File: config.mk
export PLATFORM = sky130hd
export DESIGN_NAME = gas_sensor_ratiometric_filter_flat
export DESIGN_NICKNAME = d
export VERILOG_FILES = /design/src/rtl/gsrf_pkg.sv /design/src/rtl/gsrf_if.sv /design/src/rtl/gas_sensor_ratiometric_filter.sv /design/src/rtl/gsrf_front.sv /design/src/rtl/gsrf_queue.sv /design/src/rtl/gsrf_back.sv /design/src/flat_wrapper.sv
export VERILOG_INCLUDE_DIRS = /design/src /design/src/rtl
export SDC_FILE = /design/constraint.sdc
export NUM_CORES = 2
export LEC_CHECK = 0
export BUFFER_PORTS_ARGS = -buffer_cell sky130_fd_sc_hd__buf_2
export CORE_ASPECT_RATIO = 0.8
export CORE_MARGIN = 1.5
export CORE_UTILIZATION = 30
export DETAILED_ROUTE_END_ITERATION = 10
export SLEW_MARGIN = 20
export SYNTH_ARGS = -nofsm -noshare
export SYNTH_HDL_FRONTEND = slang
export SYNTH_HIERARCHICAL = 1
export SYNTH_SLANG_ARGS = --single-unit
File: constraint.sdc
create_clock -name clk_i -period 7.75 [get_ports clk_i]
set_input_delay 0.3875 -clock clk_i [delete_from_list [all_inputs] [get_ports clk_i]]
set_output_delay 0.3875 -clock clk_i [all_outputs]
set_load 0.02 [all_outputs]
File: src/rtl/assert_macros.svh
// ----------------------------------------------------------------------------
// assert_macros.svh
// concurrent assertion helpers shared by the rtl
// ----------------------------------------------------------------------------
`ifndef ASSERT_MACROS_SVH
`define ASSERT_MACROS_SVH

// expression holds at every clock edge out of reset
`define ASSERT_ALWAYS(label, clk, rst_n, expr) \
  label: assert property (@(posedge clk) disable iff (!(rst_n)) (expr)) \
    else $error("assertion failed");

// consequent holds in the cycle of the antecedent
`define ASSERT_IMPLIES(label, clk, rst_n, ante, cons) \
  label: assert property (@(posedge clk) disable iff (!(rst_n)) (ante) |-> (cons)) \
    else $error("assertion failed");

`endif

File: src/rtl/gsrf_pkg.sv
// ----------------------------------------------------------------------------
// gsrf_pkg
// shared types, constants and helpers of the ratiometric gas sensor filter
// ----------------------------------------------------------------------------
`timescale 1ns / 1ps

package gsrf_pkg;

  localparam int unsigned SAMPLE_W   = 12;
  localparam int unsigned VALUE_W    = 16;
  localparam int unsigned GAIN_W     = 16;
  localparam int unsigned OFFSET_W   = 32;
  localparam int unsigned CFG_IDX_W  = 8;
  localparam int unsigned CFG_DATA_W = 32;

  localparam logic [VALUE_W-1:0] MAX16 = '1;

  // moving average window
  localparam int unsigned WINDOW_LEN = 10;
  localparam int unsigned SLOT_W     = $clog2(WINDOW_LEN);
  localparam int unsigned TOTAL_W    = $clog2(WINDOW_LEN * 65535 + 1);
  // reciprocal of the window length, exact over the whole total range
  localparam int unsigned AVG_K      = TOTAL_W + SLOT_W;
  localparam longint unsigned AVG_RECIP =
    ((64'd1 << AVG_K) + WINDOW_LEN - 1) / WINDOW_LEN;
  localparam int unsigned AVG_PROD_W = TOTAL_W + AVG_K;

  // ratiometric divide: 24-bit dividend, 16 quotient bits after overflow check
  localparam int unsigned QUOT_W     = 2 * SAMPLE_W;
  localparam int unsigned DIV_CNT_W  = $clog2(VALUE_W);

  // calibration
  localparam int unsigned GPROD_W    = VALUE_W + GAIN_W;
  localparam int unsigned ACC_W      = GPROD_W + 2;
  localparam int unsigned CAL_DIV    = 100;
  localparam longint unsigned CAL_LIMIT = CAL_DIV * 65536;
  localparam int unsigned CAL_ACC_W  = $clog2(CAL_LIMIT);
  localparam int unsigned CAL_K      = CAL_ACC_W + $clog2(CAL_DIV);
  localparam longint unsigned CAL_RECIP =
    ((64'd1 << CAL_K) + CAL_DIV - 1) / CAL_DIV;
  localparam int unsigned CAL_PROD_W = CAL_ACC_W + CAL_K;

  // median queue between front and back
  localparam int unsigned QUEUE_DEPTH = 2;
  localparam int unsigned QPTR_W      = $clog2(QUEUE_DEPTH);
  localparam int unsigned QCNT_W      = $clog2(QUEUE_DEPTH + 1);

  // register reset values
  localparam logic [OFFSET_W-1:0] CAL_OFFSET_RST   = OFFSET_W'(-10860);
  localparam logic [GAIN_W-1:0]   CAL_GAIN_RST     = GAIN_W'(408);
  localparam logic [SAMPLE_W-1:0] REF_SCALE_MV_RST = SAMPLE_W'(2525);
  localparam logic [SAMPLE_W-1:0] BASELINE_MV_RST  = SAMPLE_W'(1230);

  typedef enum logic [CFG_IDX_W-1:0] {
    CFG_CAL_OFFSET   = 8'd0,
    CFG_CAL_GAIN     = 8'd1,
    CFG_REF_SCALE_MV = 8'd2,
    CFG_BASELINE_MV  = 8'd3
  } cfg_idx_e;

  typedef struct packed {
    logic [OFFSET_W-1:0] cal_offset;
    logic [GAIN_W-1:0]   cal_gain;
    logic [SAMPLE_W-1:0] ref_scale_mv;
    logic [SAMPLE_W-1:0] baseline_mv;
  } cfg_t;

  typedef struct packed {
    logic [SAMPLE_W-1:0] s_med;
    logic [SAMPLE_W-1:0] r_med;
  } med_t;

  typedef struct packed {
    logic              done;
    logic [SLOT_W-1:0] slot;
  } back_stat_t;

  function automatic logic [SAMPLE_W-1:0] mid_of_three(
    input logic [SAMPLE_W-1:0] a,
    input logic [SAMPLE_W-1:0] b,
    input logic [SAMPLE_W-1:0] c
  );
    logic [SAMPLE_W-1:0] m;
    if (a >= b) begin
      if (b >= c) m = b;
      else if (a >= c) m = c;
      else m = a;
    end else begin
      if (a >= c) m = a;
      else if (b >= c) m = c;
      else m = b;
    end
    return m;
  endfunction

endpackage

File: src/rtl/gsrf_if.sv
// ----------------------------------------------------------------------------
// gsrf_if
// valid/ready channels of the ratiometric gas sensor filter
// ----------------------------------------------------------------------------
`timescale 1ns / 1ps

interface gsrf_in_if;
  import gsrf_pkg::*;
  logic                valid;
  logic                ready;
  logic [SAMPLE_W-1:0] sense_a;
  logic [SAMPLE_W-1:0] sense_b;
  logic [SAMPLE_W-1:0] sense_c;
  logic [SAMPLE_W-1:0] refer_a;
  logic [SAMPLE_W-1:0] refer_b;
  logic [SAMPLE_W-1:0] refer_c;
  modport source (output valid, sense_a, sense_b, sense_c, refer_a, refer_b, refer_c,
                  input ready);
  modport sink (input valid, sense_a, sense_b, sense_c, refer_a, refer_b, refer_c,
                output ready);
endinterface

interface gsrf_out_if;
  import gsrf_pkg::*;
  logic               valid;
  logic               ready;
  logic [VALUE_W-1:0] concentration;
  logic [VALUE_W-1:0] smoothed_mv;
  logic               saturated;
  modport source (output valid, concentration, smoothed_mv, saturated, input ready);
  modport sink (input valid, concentration, smoothed_mv, saturated, output ready);
endinterface

interface gsrf_cfg_if;
  import gsrf_pkg::*;
  logic                  valid;
  logic                  ready;
  logic [CFG_IDX_W-1:0]  index;
  logic [CFG_DATA_W-1:0] data;
  modport source (output valid, index, data, input ready);
  modport sink (input valid, index, data, output ready);
endinterface

File: src/rtl/gas_sensor_ratiometric_filter.sv
// ----------------------------------------------------------------------------
// gas_sensor_ratiometric_filter
// median, ratiometric scaling, moving average and calibration of gas frames
//
//   channel  dir   payload                                      handshake
//   in_i     in    sense_a..c, refer_a..c (12 bit each)          valid/ready
//   out_o    out   concentration, smoothed_mv (16), saturated     valid/ready
//   cfg_i    in    index (8), data (32)                          valid/ready
//
// a frame passes from queue pop through the back-end states chk, div (the radix-2
// ratiometric divider), ring, avg, clamp, gain, acc, scale and out to the output
// register; a zero or too small reference median skips the divider. the front
// end is combinational and the queue stores median pairs. the back end takes no
// new frame until idle again, and the two-entry queue lets frames arrive while it
// works. a stalled output holds the back end in its last step only. reset clears
// the averaging window and restores register defaults; cfg writes are always ready.
// ----------------------------------------------------------------------------
`timescale 1ns / 1ps

module gas_sensor_ratiometric_filter (
  input  logic       clk_i,
  input  logic       rst_ni,
  gsrf_in_if.sink    in_i,
  gsrf_out_if.source out_o,
  gsrf_cfg_if.sink   cfg_i
);
  import gsrf_pkg::*;
  `include "assert_macros.svh"

  cfg_t              cfg_q;
  logic              push_valid, push_ready;
  med_t              push_data;
  logic              pop_valid, pop_ready;
  med_t              pop_data;
  logic [QCNT_W-1:0] q_count;
  back_stat_t        back_stat;

  assign cfg_i.ready = 1'b1;

  always_ff @(posedge clk_i or negedge rst_ni) begin
    if (!rst_ni) begin
      cfg_q.cal_offset   <= CAL_OFFSET_RST;
      cfg_q.cal_gain     <= CAL_GAIN_RST;
      cfg_q.ref_scale_mv <= REF_SCALE_MV_RST;
      cfg_q.baseline_mv  <= BASELINE_MV_RST;
    end else if (cfg_i.valid) begin
      unique case (cfg_idx_e'(cfg_i.index))
        CFG_CAL_OFFSET:   cfg_q.cal_offset   <= cfg_i.data[OFFSET_W-1:0];
        CFG_CAL_GAIN:     cfg_q.cal_gain     <= cfg_i.data[GAIN_W-1:0];
        CFG_REF_SCALE_MV: cfg_q.ref_scale_mv <= cfg_i.data[SAMPLE_W-1:0];
        CFG_BASELINE_MV:  cfg_q.baseline_mv  <= cfg_i.data[SAMPLE_W-1:0];
        default: ;
      endcase
    end
  end

  gsrf_front u_front (
    .in_i         (in_i),
    .push_valid_o (push_valid),
    .push_data_o  (push_data),
    .push_ready_i (push_ready)
  );

  gsrf_queue u_queue (
    .clk_i        (clk_i),
    .rst_ni       (rst_ni),
    .push_valid_i (push_valid),
    .push_data_i  (push_data),
    .push_ready_o (push_ready),
    .pop_valid_o  (pop_valid),
    .pop_data_o   (pop_data),
    .pop_ready_i  (pop_ready),
    .count_o      (q_count)
  );

  gsrf_back u_back (
    .clk_i       (clk_i),
    .rst_ni      (rst_ni),
    .cfg_i       (cfg_q),
    .pop_valid_i (pop_valid),
    .pop_data_i  (pop_data),
    .pop_ready_o (pop_ready),
    .out_o       (out_o),
    .stat_o      (back_stat)
  );

  // ring pointer stays inside the window
  `ASSERT_ALWAYS(a_slot_range, clk_i, rst_ni, back_stat.slot < SLOT_W'(WINDOW_LEN))
  // a new result only appears right after the back end finishes a frame
  `ASSERT_IMPLIES(a_out_from_done, clk_i, rst_ni, $rose(out_o.valid), $past(back_stat.done))
  // an accepted frame always finds room in the queue
  `ASSERT_IMPLIES(a_push_room, clk_i, rst_ni, in_i.valid && in_i.ready, q_count < QCNT_W'(QUEUE_DEPTH))

endmodule

File: src/rtl/gsrf_front.sv
// ----------------------------------------------------------------------------
// gsrf_front
// takes ADC frames and reduces each channel to its median sample
// ----------------------------------------------------------------------------
`timescale 1ns / 1ps

module gsrf_front (
  gsrf_in_if.sink          in_i,
  output logic             push_valid_o,
  output gsrf_pkg::med_t   push_data_o,
  input  logic             push_ready_i
);
  import gsrf_pkg::*;

  assign in_i.ready   = push_ready_i;
  assign push_valid_o = in_i.valid;

  always_comb begin
    push_data_o.s_med = mid_of_three(in_i.sense_a, in_i.sense_b, in_i.sense_c);
    push_data_o.r_med = mid_of_three(in_i.refer_a, in_i.refer_b, in_i.refer_c);
  end

endmodule

File: src/rtl/gsrf_queue.sv
// ----------------------------------------------------------------------------
// gsrf_queue
// short fifo of median pairs between front and back
// ----------------------------------------------------------------------------
`timescale 1ns / 1ps

module gsrf_queue (
  input  logic                       clk_i,
  input  logic                       rst_ni,
  input  logic                       push_valid_i,
  input  gsrf_pkg::med_t             push_data_i,
  output logic                       push_ready_o,
  output logic                       pop_valid_o,
  output gsrf_pkg::med_t             pop_data_o,
  input  logic                       pop_ready_i,
  output logic [gsrf_pkg::QCNT_W-1:0] count_o
);
  import gsrf_pkg::*;

  med_t              mem_q [QUEUE_DEPTH];
  logic [QPTR_W-1:0] wptr_q, rptr_q;
  logic [QCNT_W-1:0] cnt_q;
  logic              push, pop;

  assign push_ready_o = (cnt_q != QCNT_W'(QUEUE_DEPTH));
  assign pop_valid_o  = (cnt_q != '0);
  assign pop_data_o   = mem_q[rptr_q];
  assign count_o      = cnt_q;
  assign push = push_valid_i && push_ready_o;
  assign pop  = pop_valid_o && pop_ready_i;

  always_ff @(posedge clk_i) begin
    if (push) mem_q[wptr_q] <= push_data_i;
  end

  always_ff @(posedge clk_i or negedge rst_ni) begin
    if (!rst_ni) begin
      wptr_q <= '0;
      rptr_q <= '0;
      cnt_q  <= '0;
    end else begin
      if (push) begin
        wptr_q <= (wptr_q == QPTR_W'(QUEUE_DEPTH - 1)) ? '0 : wptr_q + 1'b1;
      end
      if (pop) begin
        rptr_q <= (rptr_q == QPTR_W'(QUEUE_DEPTH - 1)) ? '0 : rptr_q + 1'b1;
      end
      if (push && !pop) cnt_q <= cnt_q + 1'b1;
      else if (pop && !push) cnt_q <= cnt_q - 1'b1;
    end
  end

endmodule

File: src/rtl/gsrf_back.sv
// ----------------------------------------------------------------------------
// gsrf_back
// ratiometric divide, moving average and linear calibration of one frame
// ----------------------------------------------------------------------------
`timescale 1ns / 1ps

module gsrf_back (
  input  logic                 clk_i,
  input  logic                 rst_ni,
  input  gsrf_pkg::cfg_t       cfg_i,
  input  logic                 pop_valid_i,
  input  gsrf_pkg::med_t       pop_data_i,
  output logic                 pop_ready_o,
  gsrf_out_if.source           out_o,
  output gsrf_pkg::back_stat_t stat_o
);
  import gsrf_pkg::*;

  typedef enum logic [3:0] {
    ST_IDLE,
    ST_CHK,
    ST_DIV,
    ST_RING,
    ST_AVG,
    ST_CLAMP,
    ST_GAIN,
    ST_ACC,
    ST_SCALE,
    ST_OUT
  } state_e;

  state_e                  state_q;
  logic [QUOT_W-1:0]       prod_q;
  logic [SAMPLE_W-1:0]     rmed_q;
  logic [SAMPLE_W-1:0]     rem_q;
  logic [VALUE_W-1:0]      dq_q;
  logic [DIV_CNT_W-1:0]    cnt_q;
  logic                    sat_q;
  logic [VALUE_W-1:0]      store_q [WINDOW_LEN];
  logic [SLOT_W-1:0]       slot_q;
  logic [TOTAL_W-1:0]      total_q;
  logic [AVG_PROD_W-1:0]   avg_prod_q;
  logic [VALUE_W-1:0]      smooth_q;
  logic [VALUE_W-1:0]      diff_q;
  logic [GPROD_W-1:0]      gprod_q;
  logic [ACC_W-1:0]        acc_q;
  logic [CAL_PROD_W-1:0]   cprod_q;
  logic                    neg_q, hi_q;
  logic                    out_valid_q;
  logic [VALUE_W-1:0]      conc_q, smo_q;
  logic                    osat_q;

  logic [SAMPLE_W:0]       trial, trial_sub;
  logic                    fits, ovf, out_free;
  logic [VALUE_W-1:0]      avg_raw;
  logic [TOTAL_W-1:0]      total_d;

  // restoring divide step: remainder shifts in the next dividend bit
  assign trial     = {rem_q, dq_q[VALUE_W-1]};
  assign fits      = (trial >= {1'b0, rmed_q});
  assign trial_sub = trial - {1'b0, rmed_q};
  // quotient would exceed 16 bits (also covers a zero divisor)
  assign ovf       = (SAMPLE_W'(prod_q[QUOT_W-1:VALUE_W]) >= rmed_q);
  assign total_d   = total_q - TOTAL_W'(store_q[slot_q]) + TOTAL_W'(dq_q);
  assign avg_raw   = avg_prod_q[AVG_K +: VALUE_W];
  assign out_free  = !out_valid_q || out_o.ready;

  assign pop_ready_o = (state_q == ST_IDLE);
  assign out_o.valid         = out_valid_q;
  assign out_o.concentration = conc_q;
  assign out_o.smoothed_mv   = smo_q;
  assign out_o.saturated     = osat_q;
  assign stat_o.done = (state_q == ST_OUT) && out_free;
  assign stat_o.slot = slot_q;

  always_ff @(posedge clk_i or negedge rst_ni) begin
    if (!rst_ni) begin
      state_q     <= ST_IDLE;
      prod_q      <= '0;
      rmed_q      <= '0;
      rem_q       <= '0;
      dq_q        <= '0;
      cnt_q       <= '0;
      sat_q       <= 1'b0;
      for (int i = 0; i < WINDOW_LEN; i++) store_q[i] <= '0;
      slot_q      <= '0;
      total_q     <= '0;
      avg_prod_q  <= '0;
      smooth_q    <= '0;
      diff_q      <= '0;
      gprod_q     <= '0;
      acc_q       <= '0;
      cprod_q     <= '0;
      neg_q       <= 1'b0;
      hi_q        <= 1'b0;
      out_valid_q <= 1'b0;
      conc_q      <= '0;
      smo_q       <= '0;
      osat_q      <= 1'b0;
    end else begin
      if ((state_q == ST_OUT) && out_free) out_valid_q <= 1'b1;
      else if (out_o.ready) out_valid_q <= 1'b0;
      unique case (state_q)
        ST_IDLE: begin
          if (pop_valid_i) begin
            prod_q  <= QUOT_W'(pop_data_i.s_med) * QUOT_W'(cfg_i.ref_scale_mv);
            rmed_q  <= pop_data_i.r_med;
            state_q <= ST_CHK;
          end
        end
        ST_CHK: begin
          cnt_q <= '0;
          rem_q <= SAMPLE_W'(prod_q[QUOT_W-1:VALUE_W]);
          if (ovf) begin
            dq_q    <= MAX16;
            sat_q   <= 1'b1;
            state_q <= ST_RING;
          end else begin
            dq_q    <= prod_q[VALUE_W-1:0];
            sat_q   <= 1'b0;
            state_q <= ST_DIV;
          end
        end
        ST_DIV: begin
          rem_q <= fits ? trial_sub[SAMPLE_W-1:0] : trial[SAMPLE_W-1:0];
          dq_q  <= {dq_q[VALUE_W-2:0], fits};
          cnt_q <= cnt_q + 1'b1;
          if (cnt_q == DIV_CNT_W'(VALUE_W - 1)) state_q <= ST_RING;
        end
        ST_RING: begin
          total_q         <= total_d;
          store_q[slot_q] <= dq_q;
          slot_q  <= (slot_q == SLOT_W'(WINDOW_LEN - 1)) ? '0 : slot_q + 1'b1;
          state_q <= ST_AVG;
        end
        ST_AVG: begin
          avg_prod_q <= AVG_PROD_W'(total_q) * AVG_PROD_W'(AVG_RECIP);
          state_q    <= ST_CLAMP;
        end
        ST_CLAMP: begin
          if (avg_raw < VALUE_W'(cfg_i.baseline_mv)) begin
            smooth_q <= VALUE_W'(cfg_i.baseline_mv);
            diff_q   <= '0;
          end else begin
            smooth_q <= avg_raw;
            diff_q   <= avg_raw - VALUE_W'(cfg_i.baseline_mv);
          end
          state_q <= ST_GAIN;
        end
        ST_GAIN: begin
          gprod_q <= GPROD_W'(diff_q) * GPROD_W'(cfg_i.cal_gain);
          state_q <= ST_ACC;
        end
        ST_ACC: begin
          acc_q <= ACC_W'(gprod_q)
                 + {{(ACC_W - OFFSET_W){cfg_i.cal_offset[OFFSET_W-1]}}, cfg_i.cal_offset};
          state_q <= ST_SCALE;
        end
        ST_SCALE: begin
          neg_q   <= acc_q[ACC_W-1];
          hi_q    <= !acc_q[ACC_W-1] && (acc_q >= ACC_W'(CAL_LIMIT));
          cprod_q <= CAL_PROD_W'(acc_q[CAL_ACC_W-1:0]) * CAL_PROD_W'(CAL_RECIP);
          state_q <= ST_OUT;
        end
        ST_OUT: begin
          if (out_free) begin
            if (neg_q) conc_q <= '0;
            else if (hi_q) conc_q <= MAX16;
            else conc_q <= cprod_q[CAL_K +: VALUE_W];
            smo_q       <= smooth_q;
            osat_q      <= sat_q || (hi_q && !neg_q);
            state_q     <= ST_IDLE;
          end
        end
        default: state_q <= ST_IDLE;
      endcase
    end
  end

endmodule
File: src/flat_wrapper.sv
// flat-port wrapper written by rule: the top's interface ports become plain ports
module gas_sensor_ratiometric_filter_flat import gsrf_pkg::*;
  (clk_i, rst_ni, in_i_valid, in_i_sense_a, in_i_sense_b, in_i_sense_c, in_i_refer_a, in_i_refer_b, in_i_refer_c, in_i_ready, out_o_valid, out_o_concentration, out_o_smoothed_mv, out_o_saturated, out_o_ready, cfg_i_valid, cfg_i_index, cfg_i_data, cfg_i_ready);
  gsrf_in_if in_i_i ();
  gsrf_out_if out_o_i ();
  gsrf_cfg_if cfg_i_i ();
  input  logic clk_i;
  input  logic rst_ni;
  input wire logic [$bits(in_i_i.valid)-1:0] in_i_valid;
  input wire logic [$bits(in_i_i.sense_a)-1:0] in_i_sense_a;
  input wire logic [$bits(in_i_i.sense_b)-1:0] in_i_sense_b;
  input wire logic [$bits(in_i_i.sense_c)-1:0] in_i_sense_c;
  input wire logic [$bits(in_i_i.refer_a)-1:0] in_i_refer_a;
  input wire logic [$bits(in_i_i.refer_b)-1:0] in_i_refer_b;
  input wire logic [$bits(in_i_i.refer_c)-1:0] in_i_refer_c;
  output wire logic [$bits(in_i_i.ready)-1:0] in_i_ready;
  output wire logic [$bits(out_o_i.valid)-1:0] out_o_valid;
  output wire logic [$bits(out_o_i.concentration)-1:0] out_o_concentration;
  output wire logic [$bits(out_o_i.smoothed_mv)-1:0] out_o_smoothed_mv;
  output wire logic [$bits(out_o_i.saturated)-1:0] out_o_saturated;
  input wire logic [$bits(out_o_i.ready)-1:0] out_o_ready;
  input wire logic [$bits(cfg_i_i.valid)-1:0] cfg_i_valid;
  input wire logic [$bits(cfg_i_i.index)-1:0] cfg_i_index;
  input wire logic [$bits(cfg_i_i.data)-1:0] cfg_i_data;
  output wire logic [$bits(cfg_i_i.ready)-1:0] cfg_i_ready;
  assign in_i_i.valid = in_i_valid;
  assign in_i_i.sense_a = in_i_sense_a;
  assign in_i_i.sense_b = in_i_sense_b;
  assign in_i_i.sense_c = in_i_sense_c;
  assign in_i_i.refer_a = in_i_refer_a;
  assign in_i_i.refer_b = in_i_refer_b;
  assign in_i_i.refer_c = in_i_refer_c;
  assign in_i_ready = in_i_i.ready;
  assign out_o_valid = out_o_i.valid;
  assign out_o_concentration = out_o_i.concentration;
  assign out_o_smoothed_mv = out_o_i.smoothed_mv;
  assign out_o_saturated = out_o_i.saturated;
  assign out_o_i.ready = out_o_ready;
  assign cfg_i_i.valid = cfg_i_valid;
  assign cfg_i_i.index = cfg_i_index;
  assign cfg_i_i.data = cfg_i_data;
  assign cfg_i_ready = cfg_i_i.ready;
  gas_sensor_ratiometric_filter u_core (.clk_i(clk_i), .rst_ni(rst_ni), .in_i(in_i_i), .out_o(out_o_i), .cfg_i(cfg_i_i));
endmodule
After elaboration in Yosys (flattened, before gate mapping)
Memories as Yosys holds them, arrays and structs flattened.
Cells that the tools add are included.
{ "op_classes": {"n_addsub": 11, "mul": 4, "magnitude_cmp": 12, "n_eq_ne": 18, "muxes": 40, "bitwise_logic": 1, "n_reduce_logical": 28} }
{ "ops": {"columns": ["operator", "count"], "rows": [
  ["bitwise mux 160 bit", 1],
  ["2-to-1 mux 12 bit", 11],
  ["2-to-1 mux 16 bit", 8],
  [">= comparator 12 bit", 6],
  ["binary-select mux 16 bit (select 4 bit)", 1],
  ["demux 16 bit (select 4 bit)", 1],
  ["multiplier 23 x 24 -> 46 bit, second input constant", 1],
  ["case mux 4 bit (10 select lines)", 1],
  ["multiplier 20 x 20 -> 39 bit, second input constant", 1],
  ["adder 33 x 32 -> 34 bit", 1],
  [">= comparator 34 x 23 -> 1 bit, second input constant", 1],
  ["multiplier 16 x 16 -> 32 bit", 1],
  ["case mux 16 bit (2 select lines)", 1],
  ["multiplier 12 x 12 -> 24 bit", 1],
  ["case mux 12 bit (2 select lines)", 1],
  ["adder 20 x 16 -> 20 bit", 1],
  ["subtractor 20 x 16 -> 20 bit", 1],
  ["== test 4 x 3 -> 1 bit, second input constant", 4],
  ["== test 4 bit, second input constant", 4],
  ["== test 8 x 2 -> 1 bit, second input constant", 2],
  ["< comparator 16 x 12 -> 1 bit", 1],
  ["2-to-1 mux 4 bit", 4],
  ["subtractor 16 x 12 -> 16 bit", 1],
  [">= comparator 13 x 12 -> 1 bit", 1],
  ["other kinds (24)", 58]
]} }
{ "totals": {"register_bits": 552, "ram_bits": 48, "input_bits": 117, "output_inout_bits": 36, "wordCells": 153, "n_memories": 1} }
{ "mem_list": {"columns": ["name", "words", "width", "rd", "rd_clocked_by_memory_dff", "wr", "line", "rtl"], "rows": [
  ["u_core.u_queue.mem_q", 2, 24, 1, 0, 1, "gsrf_queue.sv:20", "med_t mem_q [QUEUE_DEPTH];"]
]} }

Logic depth before layout (Yosys ltp)
{ "depth": {"ltp_word": 6, "depth_mapped": 26, "ltp_nobuf": 26} }

Hierarchy
The synthesis kept the hierarchy.
{ "by_module_without_submodules": {"columns": ["mod", "instances", "cells_per_inst", "area_per_inst_um2", "seq_area_each_um2"], "rows": [
  ["gsrf_back", 1, 5234, 50108.1, 10585.2],
  ["gas_sensor_ratiometric_filter", 1, 159, 2829.0, 1854.3],
  ["gsrf_front", 1, 291, 2149.6, 0.0],
  ["gsrf_queue", 1, 93, 2030.7, 1541.5]
]} }

Worst setup path before layout
OpenSTA, ideal clock, no wires.
{ "synth_path": {"path_kind": "register -> register", "start": "reg u_core/cfg_q[32] in the netlist's numbering", "end": "reg u_core.u_back.gprod_q[26]", "setup_ns": 0.125, "arrival_time_ns": 6.212, "required_ns": 7.625, "slack_ns": 1.413, "path_stages_with_launch": 24, "synth_period_minus_slack_ns": 6.337, "path_cell_list": "dfstp_2 clkbuf_1 nand2_1 fa_1 inv_1 fa_1 inv_1 fa_1 inv_1 fa_1 fa_1 inv_1 fa_1 inv_1 ha_1 o21a_1 nand2_1 nor3_1 a2111oi_2 o32ai_2 a21oi_1 or3_1 xnor2_1 mux2_2"} }
{ "synth_between": {"elab_chain_cells": 1} }
{ "synth_rtl": {"columns": ["element", "line", "rtl"], "rows": [
  ["from (decl)", "gas_sensor_ratiometric_filter.sv:30", "cfg_t cfg_q;"],
  ["multiplier 16 x 16 -> 32 bit", "gsrf_back.sv:151", "gprod_q <= GPROD_W'(diff_q) * GPROD_W'(cfg_i.cal_gain);"],
  ["to (signal assigned)", "gsrf_back.sv:151", null],
  ["to (decl)", "gsrf_back.sv:45", "logic [GPROD_W-1:0] gprod_q;"]
]} }
Every way passes these cells.
A chain may end at the register's enable or synchronous reset.

Final worst setup path
{ "layout_path": {"start": "reg u_core.u_back.diff_q[6]", "end": "reg u_core.u_back.gprod_q[29]"} }
{ "layout_between": {"elab_chain_cells": 1} }
{ "layout_rtl": {"columns": ["element", "line", "rtl"], "rows": [
  ["from (decl)", "gsrf_back.sv:44", "logic [VALUE_W-1:0] diff_q;"],
  ["from (signal assigned)", "gsrf_back.sv:146", "diff_q <= avg_raw - VALUE_W'(cfg_i.baseline_mv);"],
  ["multiplier 16 x 16 -> 32 bit", "gsrf_back.sv:151", null]
]} }
Every way passes these cells.

==> qor.json <==
{
  "layout.area.seq_sq_um": 14000,
  "largest_net_degree_at_the_start_of_global_routing": 147,
  "hold_path.class": "in -> reg",
  "placer_congestion": 0.908,
  "coreArea_sq_um": 189000,
  "status": "finished clean",
  "synth.net_count": 7306,
  "synth_enable_flop_cells": 48,
  "clock_sinks": 547,
  "fin_util_pct": 33.3,
  "clk_pin_slew_worst_paths_ns": 0.06,
  "synthesis.area_sq_um": 57100,
  "setup_slack_of_the_most_critical_reg_to_reg_path_ns": 0.79,
  "critical_path_class": "reg -> reg",
  "clockRootBuffer": "clkbuf_16",
  "synth_largest_type_area_fraction_pct": 22.6,
  "post_cts.resized_instances": 0,
  "fill_cells": 19300,
  "synthFlopType": "dfrtp_1",
  "crit_slowest_cell": "dfrtp_1",
  "report.final.slew_viol_count": 0,
  "drt_drc_violations_left": 0,
  "terminus_of_the_critical_flop_to_flop_path": "u_core/u_back/gprod_q[29]$_DFFE_PN0P_",
  "post_route_cells_drive_above_1_share_pct": 9.70,
  "synth_sequential_area_ratio_pct": 24.5,
  "worstHoldEndpoint": "u_core/cfg_q[70]$_DFFE_PN1P_",
  "synth_top_cell_by_area": "fa_1",
  "r2r_start": "u_core/u_back/diff_q[6]$_DFFE_PN0P_",
  "yosys.cell_types.count": 105,
  "whs_path_depth": 2,
  "io-pin-count": 153,
  "worstPathMaxFanout": 17,
  "simple_gate_fraction_of_synth_area_pct": 10.1,
  "grt_antenna_before_repair": 7,
  "synth.ff_latch_count": 547,
  "1st_iter_drt_viols": 2581,
  "post_synth_inst_count": 5777,
  "ys_warn_count": 6,
  "grt_usage_pct": 15.6,
  "timing.hold.ws_ns": 0.0529,
  "grt_pass1_wl_um": 238000,
  "min_period_ns": 6.96,
  "fp.dieArea_sq_um": 193000,
  "synthXorXnorAreaFrac_pct": 2.39,
  "wl_per_cell_um": 17.7,
  "post-route-cell-area_sq_um": 63000,
  "crit_required_ns": 8.27,
  "crit_path_cell_trace": "and2_1 -> fa_1 -> inv_1 -> fa_1 -> inv_1 -> ha_1 -> fa_1 -> inv_1 -> fa_1 -> inv_1 -> fa_1 -> ha_1 -> o21a_1 -> o21ai_0 -> nor2_1 -> nand2_1 -> a32oi_1 -> a221o_1 -> o21ai_0 -> o221ai_1 -> xnor2_1 -> o21ai_0",
  "port_buffers": 151,
  "initial_standard_cell_utilization_of_the_core_pct": 30.1,
  "detailed_place.area_sq_um": 60500,
  "critical_path.startpoint_type": "register",
  "dp.final_hpwl_um": 120000,
  "synth_adder_area_share_pct": 39.4,
  "slew_headroom_pct": 25.9,
  "avgViaCountPerCell": 4.73,
  "compound_gate_portion_of_the_synthesized_area_pct": 9.79,
  "num_rows": 143,
  "finalSetupTns_ns": 0,
  "postRouteAntennaNets": 0,
  "timing.critical_path.slowest_cell_delay_ns": 0.66,
  "clock_path_buffers": 3,
  "multi_input_comb_area_sq_um": 38100,
  "synthMuxAreaShare_pct": 4.92,
  "synth_top_cells_by_area": "fa_1, dfrtp_1, ha_1",
  "clock_latency_ns": 0.67,
  "overflow": 0,
  "critical-path-top-cell-by-count": "fa_1",
  "htreeDepth": 3,
  "first_pass_iters": 9,
  "dominant_combinational_cell_family_by_area_after_synthesis": "adder cells",
  "post_synth.cell_area_avg_sq_um": 9.89,
  "worst_pin_slew_ns": 1.11,
  "worstPathArrival_ns": 7.48,
  "die_width_um": 491,
  "rsz0062_at_grt": "false",
  "timing.final.hold_violations": 0,
  "tritoncts.num_buffers": 70,
  "area_growth_syn_to_layout_pct": 10.3,
  "grt_pass1_vias": 41700,
  "asyncSetResetFlopFracSynth_pct": 91.2,
  "timing.fmax_mhz": 144,
  "maximum_clock_skew_at_final_layout_ns": 0.0534,
  "cp-end-kind": "register",
  "tritoncts": "built",
  "die_h_um": 393,
  "final_nets": 7369,
  "max_cap_violations": 0,
  "r2r_cells": 22,
  "wirelength_um": 149000,
  "final_min_period_over_clock_period_pct": 89.8,
  "dr_total_vias": 39900,
  "hold_path_startpoint": "cfg_i_data[30]",
  "final-setup-viol-count": 0
}
[layout by cell type (no fill, tap or decap), drive strengths merged, types with 108 or more instances in the layout]
| cell | Yosys | final |
|---|---|---|
| inv | 1107 | 1113 |
| nor2 | 108 | 108 |
| mux2 | 149 | 149 |
| a21oi | 146 | 146 |
| nand2 | 731 | 731 |
| o21ai | 373 | 373 |
| fa | 646 | 646 |
| buf | 29 | 181 |
| ha | 766 | 766 |
| and2 | 179 | 179 |
| dfrtp | 457 | 457 |
[layer usage]
metal / vias up / share of wire, % / GRT usage, %
met2: 855 / 44 / 24.5
li1: 18900 / - / -
met1: 20100 / 48 / 22.3
met3: 121 / 6.0 / 3.04
met4: 2 / 1.9 / 3.26
met5: - / 0.0081 / 0
[worst max-delay path: cells and delay by family, from the launching register on]
kind / cells / cell delay, ns
flip-flops: 1 / 0.66
AND/OR/NAND/NOR: 3 / 0.62
adder cells (fa/ha/maj): 7 / 3.04
AO/OA/AOI/OAI: 7 / 2.00
buffers and inverters: 4 / 0.21
XOR/XNOR: 1 / 0.26
[sequential cells by signal, indices dropped and copies added, names as in the netlist, 16 cells and up]
| register | flops |
|---|---|
| u_core/u_back/store_q | 160 |
| u_core/cfg_q | 72 |
| u_core/u_queue/mem_q | 48 |
| u_core/u_back/acc_q | 34 |
| u_core/u_back/gprod_q | 32 |
| u_core/u_back/prod_q | 24 |
| u_core/u_back/total_q | 20 |
| u_core/u_back/avg_prod_q | 16 |
| u_core/u_back/cprod_q | 16 |
| u_core/u_back/diff_q | 16 |
| u_core/u_back/dq_q | 16 |
| u_core/u_back/out_o.concentration | 16 |
| u_core/u_back/out_o.smoothed_mv | 16 |
| u_core/u_back/smooth_q | 16 |
[cells by family (layout without fill, tap and decap cells)]
kind of cell    Yosys count  in the layout
other cells               1              3
flops                   547            547
fa+ha+maj              1412           1412
xor+xnor                156            156
compound gates          875            875
buf+inv                1315           1434
simple gates           1256           1256
mux                     215            215
[worst max-delay path by stage]
stage,start,to,slack [ns],depth (start not counted)
final,u_core/u_back/diff_q[6]$_DFFE_PN0P_,u_core/u_back/gprod_q[29]$_DFFE_PN0P_,0.79,22
after global routing,u_core/u_back/acc_q[11]$_DFFE_PN0P_,u_core/u_back/cprod_q[43]$_DFFE_PN0P_,0.46,20
after CTS,u_core/u_back/acc_q[5]$_DFFE_PN0P_,u_core/u_back/cprod_q[43]$_DFFE_PN0P_,0.83,22
after detailed placement,u_core/u_back/diff_q[6]$_DFFE_PN0P_,u_core/u_back/gprod_q[29]$_DFFE_PN0P_,0.84,22
after global placement,u_core/u_back/acc_q[5]$_DFFE_PN0P_,u_core/u_back/cprod_q[43]$_DFFE_PN0P_,0.85,22
after floorplan,u_core/cfg_q[32]$_DFFE_PN1P_,u_core/u_back/gprod_q[26]$_DFFE_PN0P_,1.41,23
[area by class of cell]
cell class                 instances  share of cell area [%]
multi-input combinational       3915                    60.5
clock buffer                      92                    3.15
timing repair buffer             185                    1.66
inverter                        1121                    6.68
tap                             2537                    5.04
clock inverter                    36                   0.766
sequential                       547                    22.2
antenna                            2                 0.00794
[cells in the mapped netlist, drive strengths merged, types with 7 or more instances]
library cell  number
a222oi            24
dfstp             42
nand4             22
a211o              7
a31oi             18
nand2            731
buf               29
clkinv            14
mux2i             34
a221oi             8
a21o              83
inv             1107
nand3             41
nor4               7
a21oi            146
a21boi             8
and4              11
o21bai            14
o2111ai            7
o21ai            373
nor3              38
mux4              32
nand2b            24
ha               766
or2               10
and2             179
o21a              24
o31ai             39
dfrtp            457
xor2              64
xnor2             92
clkbuf           165
fa               646
edfxtp            48
a211oi            19
a22oi             45
nor2             108
mux2             149
and3              14
o41ai              9
nor2b             52
[through the flow]
| stage | instances | setup WS, ns |
|---|---|---|
| 4_1_cts | 8433 | 0.832 |
| 3_5_place_dp | 8301 | 0.837 |
| 5_1_grt | 8433 | 0.456 |
| 3_3_place_gp | 8301 | 0.851 |
| 6_report | 8435 | 0.791 |
| 2_1_floorplan | 5777 | 1.41 |
[repair_timing]
item                      CTS  global route
hold buffers                4             0
buffers inserted            0             0
hold endpoints to repair   75             0
Power is not shown: default switching activity piles up to over one toggle a cycle in this logic, so the estimate is an artifact.
